### config.mk
export PLATFORM = sky130hd
export DESIGN_NAME = cht_ctrl
export DESIGN_NICKNAME = d
export VERILOG_FILES = /design/src/rtl/cht_pkg.sv /design/src/rtl/cht_ctrl.sv
export SDC_FILE = /design/constraint.sdc
export NUM_CORES = 1
export LEC_CHECK = 0
export BUFFER_PORTS_ARGS = -buffer_cell sky130_fd_sc_hd__buf_2
export CORE_AREA = 2 2 39 41
export CTS_CLUSTER_DIAMETER = 40
export DETAILED_ROUTE_END_ITERATION = 10
export DIE_AREA = 0 0 41 43
export PLACE_DENSITY = 0.58
export REMOVE_ABC_BUFFERS = 1
export SLEW_MARGIN = 10
export SYNTH_ARGS = -nofsm -noshare
export SYNTH_HDL_FRONTEND = slang
export SYNTH_SLANG_ARGS = --single-unit
### constraint.sdc
create_clock -name clk -period 2.15 [get_ports clk]
set_input_delay 0.215 -clock clk [delete_from_list [all_inputs] [get_ports clk]]
set_output_delay 0.215 -clock clk [all_outputs]
set_load 0.02 [all_outputs]
### src/rtl/cht_pkg.sv
// Shared types and constants for the chained hash table unit.
// Holds the status codes, controller states and the command/status structs.
// No dependencies.
package cht_pkg;

    // Request opcodes.
    localparam logic CMD_PUT = 1'b0;
    localparam logic CMD_GET = 1'b1;

    // Value returned when nothing is found and for every put.
    localparam logic [31:0] INT_MIN = 32'h8000_0000;

    // Hash arithmetic: bucket = (HASH_MUL * key + HASH_ADD) mod buckets.
    localparam int HASH_MUL = 37;
    localparam int HASH_ADD = 43;
    // Width of the biased product and of one remainder digit per cycle.
    localparam int HASH_W = 40;
    localparam int DIGIT_W = 8;
    localparam int DIV_STEPS = HASH_W / DIGIT_W;
    localparam int STEP_W = $clog2(DIV_STEPS);
    // The signed product magnitude stays below this bound.
    localparam logic [63:0] HASH_SPAN = 64'h0000_0020_0000_0000;

    // Result status codes.
    typedef enum logic [1:0] {
        ST_OK        = 2'd0,
        ST_NOT_FOUND = 2'd1,
        ST_FULL      = 2'd2
    } status_t;

    // Controller states.
    typedef enum logic [3:0] {
        S_CLEAR,
        S_IDLE,
        S_HASH,
        S_DIV,
        S_FILL_RD,
        S_DECIDE,
        S_SCAN_RD,
        S_SCAN_CMP,
        S_RESULT
    } state_t;

    // Commands from the controller to the datapath.
    typedef struct packed {
        logic    load_req;
        logic    hash_en;
        logic    div_en;
        logic    clr_en;
        logic    fill_rd;
        logic    put_commit;
        logic    scan_init;
        logic    scan_rd;
        logic    scan_next;
        logic    set_res;
        status_t res_status;
        logic    res_found;
        logic    res_load;
    } ctrl_cmd_t;

    // Status from the datapath to the controller.
    typedef struct packed {
        logic clr_last;
        logic div_last;
        logic is_get;
        logic fill_full;
        logic fill_zero;
        logic key_match;
        logic scan_last;
        logic out_free;
    } dp_status_t;

endpackage

### src/rtl/cht_ctrl.sv
// Controller state machine of the chained hash table unit.
// Sequences clearing, hashing, fill lookup, bucket scan and result delivery.
// Depends on cht_pkg.
module cht_ctrl
    import cht_pkg::*;
(
    input  logic       clk,
    input  logic       rst_n,
    input  logic       in_valid,
    output logic       in_ready,
    input  dp_status_t stat,
    output ctrl_cmd_t  cmd
);

    state_t state_reg;
    state_t state_next;

    // State register.
    always_ff @(posedge clk or negedge rst_n)
    begin
        if (!rst_n)
        begin
            state_reg <= S_CLEAR;
        end
        else
        begin
            state_reg <= state_next;
        end
    end

    // Next-state logic.
    always_comb
    begin
        state_next = state_reg;
        unique case (state_reg)
            S_CLEAR:
            begin
                if (stat.clr_last)
                begin
                    state_next = S_IDLE;
                end
            end
            S_IDLE:
            begin
                if (in_valid)
                begin
                    state_next = S_HASH;
                end
            end
            S_HASH:
            begin
                state_next = S_DIV;
            end
            S_DIV:
            begin
                if (stat.div_last)
                begin
                    state_next = S_FILL_RD;
                end
            end
            S_FILL_RD:
            begin
                state_next = S_DECIDE;
            end
            S_DECIDE:
            begin
                if (!stat.is_get || stat.fill_zero)
                begin
                    state_next = S_RESULT;
                end
                else
                begin
                    state_next = S_SCAN_RD;
                end
            end
            S_SCAN_RD:
            begin
                state_next = S_SCAN_CMP;
            end
            S_SCAN_CMP:
            begin
                if (stat.key_match || stat.scan_last)
                begin
                    state_next = S_RESULT;
                end
                else
                begin
                    state_next = S_SCAN_RD;
                end
            end
            S_RESULT:
            begin
                if (stat.out_free)
                begin
                    state_next = S_IDLE;
                end
            end
            default:
            begin
                state_next = S_IDLE;
            end
        endcase
    end

    // Output logic: commands to the datapath.
    always_comb
    begin
        cmd = '0;
        cmd.res_status = ST_OK;
        in_ready = 1'b0;
        unique case (state_reg)
            S_CLEAR:
            begin
                cmd.clr_en = 1'b1;
            end
            S_IDLE:
            begin
                in_ready = 1'b1;
                cmd.load_req = in_valid;
            end
            S_HASH:
            begin
                cmd.hash_en = 1'b1;
            end
            S_DIV:
            begin
                cmd.div_en = 1'b1;
            end
            S_FILL_RD:
            begin
                cmd.fill_rd = 1'b1;
            end
            S_DECIDE:
            begin
                cmd.scan_init = 1'b1;
                if (!stat.is_get)
                begin
                    cmd.set_res = 1'b1;
                    cmd.put_commit = !stat.fill_full;
                    cmd.res_status = stat.fill_full ? ST_FULL : ST_OK;
                end
                else if (stat.fill_zero)
                begin
                    cmd.set_res = 1'b1;
                    cmd.res_status = ST_NOT_FOUND;
                end
            end
            S_SCAN_RD:
            begin
                cmd.scan_rd = 1'b1;
            end
            S_SCAN_CMP:
            begin
                if (stat.key_match)
                begin
                    cmd.set_res = 1'b1;
                    cmd.res_status = ST_OK;
                    cmd.res_found = 1'b1;
                end
                else if (stat.scan_last)
                begin
                    cmd.set_res = 1'b1;
                    cmd.res_status = ST_NOT_FOUND;
                end
                else
                begin
                    cmd.scan_next = 1'b1;
                end
            end
            S_RESULT:
            begin
                cmd.res_load = stat.out_free;
            end
            default:
            begin
                cmd = '0;
            end
        endcase
    end

    // A compare always follows the slot read that feeds it.
    a_cmp_after_read: assert property (@(posedge clk) disable iff (!rst_n)
        (state_reg == S_SCAN_CMP) |-> ($past(state_reg) == S_SCAN_RD))
        else $error("scan compare without a preceding slot read");

    // The bucket scan only runs for get requests.
    a_scan_only_get: assert property (@(posedge clk) disable iff (!rst_n)
        (state_reg == S_SCAN_RD) |-> stat.is_get)
        else $error("bucket scan started for a put");

endmodule

==> flow_summary.json <==
{
  "outcome": "finished, final reports clean",
  "die_area_mm2": 0.00176,
  "remaining_drc_errors": 0,
  "globalRouteTotalUtil_pct": 14.4,
  "cp_max_fo": 14,
  "grt-ovfl-total": 0,
  "seq_area_frac_synth_pct": 24.5,
  "dieWidth_um": 41,
  "drt_pre_antenna_iters": 2,
  "port_buffers": 25,
  "maxSlewHeadroom_pct": 71.8,
  "worstPathArrival_ns": 1.58,
  "grt_pass1_vias": 400,
  "first_iter_violations": 4,
  "cts_root_buffer": "clkbuf_4",
  "cts_resized": 0,
  "hold_viol": 0,
  "cts_num_sinks": 4,
  "io_pins": 26,
  "rsz0062_at_grt": "no",
  "start_util_pct": 29.6,
  "cts_tree": "yes",
  "largest_reg_flops": 4,
  "crit_required_ns": 1.93,
  "max_slew.worst_pin.slew_ns": 0.423,
  "die_h_um": 43,
  "cts.path.max_buffers": 2,
  "cts_buffers": 3,
  "fmax_mhz": 556,
  "ir_drop_v": 0.000479,
  "vias": 469,
  "leakagePower_nw": 0.316,
  "dp_hpwl_um": 806,
  "path_class": "flip-flop to output port",
  "max-cap-violations": 0,
  "drive_above_1_share_pct": 38.3,
  "critPathLaunchType": "flip-flop",
  "yosys_warnings": 0,
  "synth.avg_cell_area_um2": 7.31,
  "layout_common_cells": "buf_2 (25), nor2_1 (7), inv_1 (5)",
  "finClkSkew_ns": 0.00137,
  "synth_cell_types": 29,
  "period_share_pct": 83.6,
  "ant_nets": 0,
  "syn2layout_area_growth_pct": 38.5,
  "grt_start_max_net_pins": 16,
  "ys_ff_latch": 4,
  "final_common_cell": "buf_2",
  "diodes": 0,
  "gp_congestion": 0.768,
  "grt_pass1_wl_mm": 1.69,
  "fin_area_um2": 567,
  "synth_area_um2": 409,
  "wl_per_cell_um": 11.1,
  "hold_path_class": "primary input to flip-flop",
  "slew_violations": 0,
  "place_area_um2": 534,
  "clkTransAtPathRegs_ns": 0.04,
  "antenna_found_initial": 0,
  "power.total_mw": 0.772,
  "rows": 14,
  "routed_wl_mm": 1.08,
  "powerDensity_mw_per_mm2": 1360,
  "clk_latency_ns": 0.24,
  "nets": 94,
  "vias_per_cell": 4.84,
  "endpoint_kind": "output port",
  "htree_num_levels": 1,
  "fin_setup_tns_ns": 0,
  "final.min_clock_period_ns": 1.80,
  "core_area_mm2": 0.00138,
  "synthCells": 56,
  "setup_viol": 0
}
-- power breakdown --
group | switching (mW) | total, mW | internal [mW]
Sequential | 0.115 | 0.225 | 0.110
Combinational | 0.240 | 0.453 | 0.213
Clock | 0.0316 | 0.0940 | 0.0625
-- synthesized netlist by cell type --
cell type / count / area, µm²
dfrtp_1: 4 / 100
nor3b_1: 1 / 7.51
nor4bb_1: 1 / 10.0
o32ai_1: 1 / 8.76
nand4bb_1: 1 / 11.3
inv_1: 5 / 18.8
a21o_1: 3 / 22.5
nor2b_1: 1 / 6.26
or2_2: 1 / 6.26
and2_1: 1 / 6.26
nand2_1: 4 / 15.0
nor2_1: 7 / 26.3
o221a_1: 1 / 11.3
inv_2: 1 / 3.75
or4_4: 1 / 11.3
a22oi_1: 1 / 7.51
buf_2: 4 / 20.0
o21bai_1: 1 / 7.51
and3_1: 1 / 6.26
nor4_1: 3 / 18.8
nand3b_1: 1 / 7.51
nor4b_1: 1 / 8.76
a2bb2oi_1: 1 / 8.76
nor3_1: 3 / 15.0
nand4b_1: 1 / 8.76
a21oi_1: 2 / 10.0
nand3_1: 2 / 10.0
o22ai_1: 1 / 6.26
a211o_1: 1 / 8.76
-- final cells by class --
| type | instances | area, µm² |
|---|---|---|
| fillers | 152 | 817 |
| multi-input cells | 42 | 267 |
| inverters | 6 | 22.5 |
| well taps | 16 | 20.0 |
| repair buffers | 26 | 135 |
| clock buffers | 3 | 22.5 |
| flip-flops and latches | 4 | 100 |
-- path summary, 6_finish.rpt --
check | start | end | slack (ns) | cells after the start
worst min-delay path | stat[0] | state_reg[3]$_DFFE_PN0P_ | 0.21 | 2
worst max-delay path | state_reg[2]$_DFFE_PN0P_ | cmd[4] | 0.35 | 3
max in group asynchronous | rst_n | state_reg[3]$_DFFE_PN0P_ | 1.71 | 2
worst max register to register | state_reg[1]$_DFFE_PN0P_ | state_reg[0]$_DFFE_PN0P_ | 0.53 | 3
worst min register to register | state_reg[3]$_DFFE_PN0P_ | state_reg[1]$_DFFE_PN0P_ | 0.79 | 2
min in group asynchronous | rst_n | state_reg[0]$_DFFE_PN0P_ | 0.32 | 2
-- critical path, stage by stage, from the launching register on --
cell	delay [ns]
dfrtp_1	0.59
nand4b_1	0.27
o22ai_1	0.28
buf_2	0.20
-- layer usage --
metal,track usage [%],up-vias,share of wire [%]
met3,3.66,4,6.6
met5,0,-,0
met1,17.7,194,46
met2,19.7,15,46
li1,-,256,-
met4,12.0,0,2.2
-- through the flow --
stage          hold slack, ns  instances  setup slack (ns)  utilization [%]
5_1_grt                 0.213         97             0.173             41.0
3_3_place_gp           0.0226         93             0.560             38.6
4_1_cts                 0.202         97             0.331             41.0
3_5_place_dp           0.0218         93             0.533             38.6
6_report                0.214         97             0.353             41.0
2_1_floorplan         -0.0806         52             0.246                -
-- logic make-up (layout without fill, tap and decap cells) --
logic type / Yosys count / after routing / share of synthesized area (%)
and+or+nand+nor: 30 / 30 / 42.8
DFF: 4 / 4 / 24.5
AOI/OAI and AO/OA: 12 / 12 / 22.3
buffers and inverters: 10 / 35 / 10.4
-- repair_timing --
| item | 4_1_cts | 5_1_grt |
|---|---|---|
| setup buffers | 0 | 0 |
| hold buffers | 1 | 0 |
| hold endpoints to repair | 4 | 0 |
Note: power is estimated with default switching activity, not from simulation.
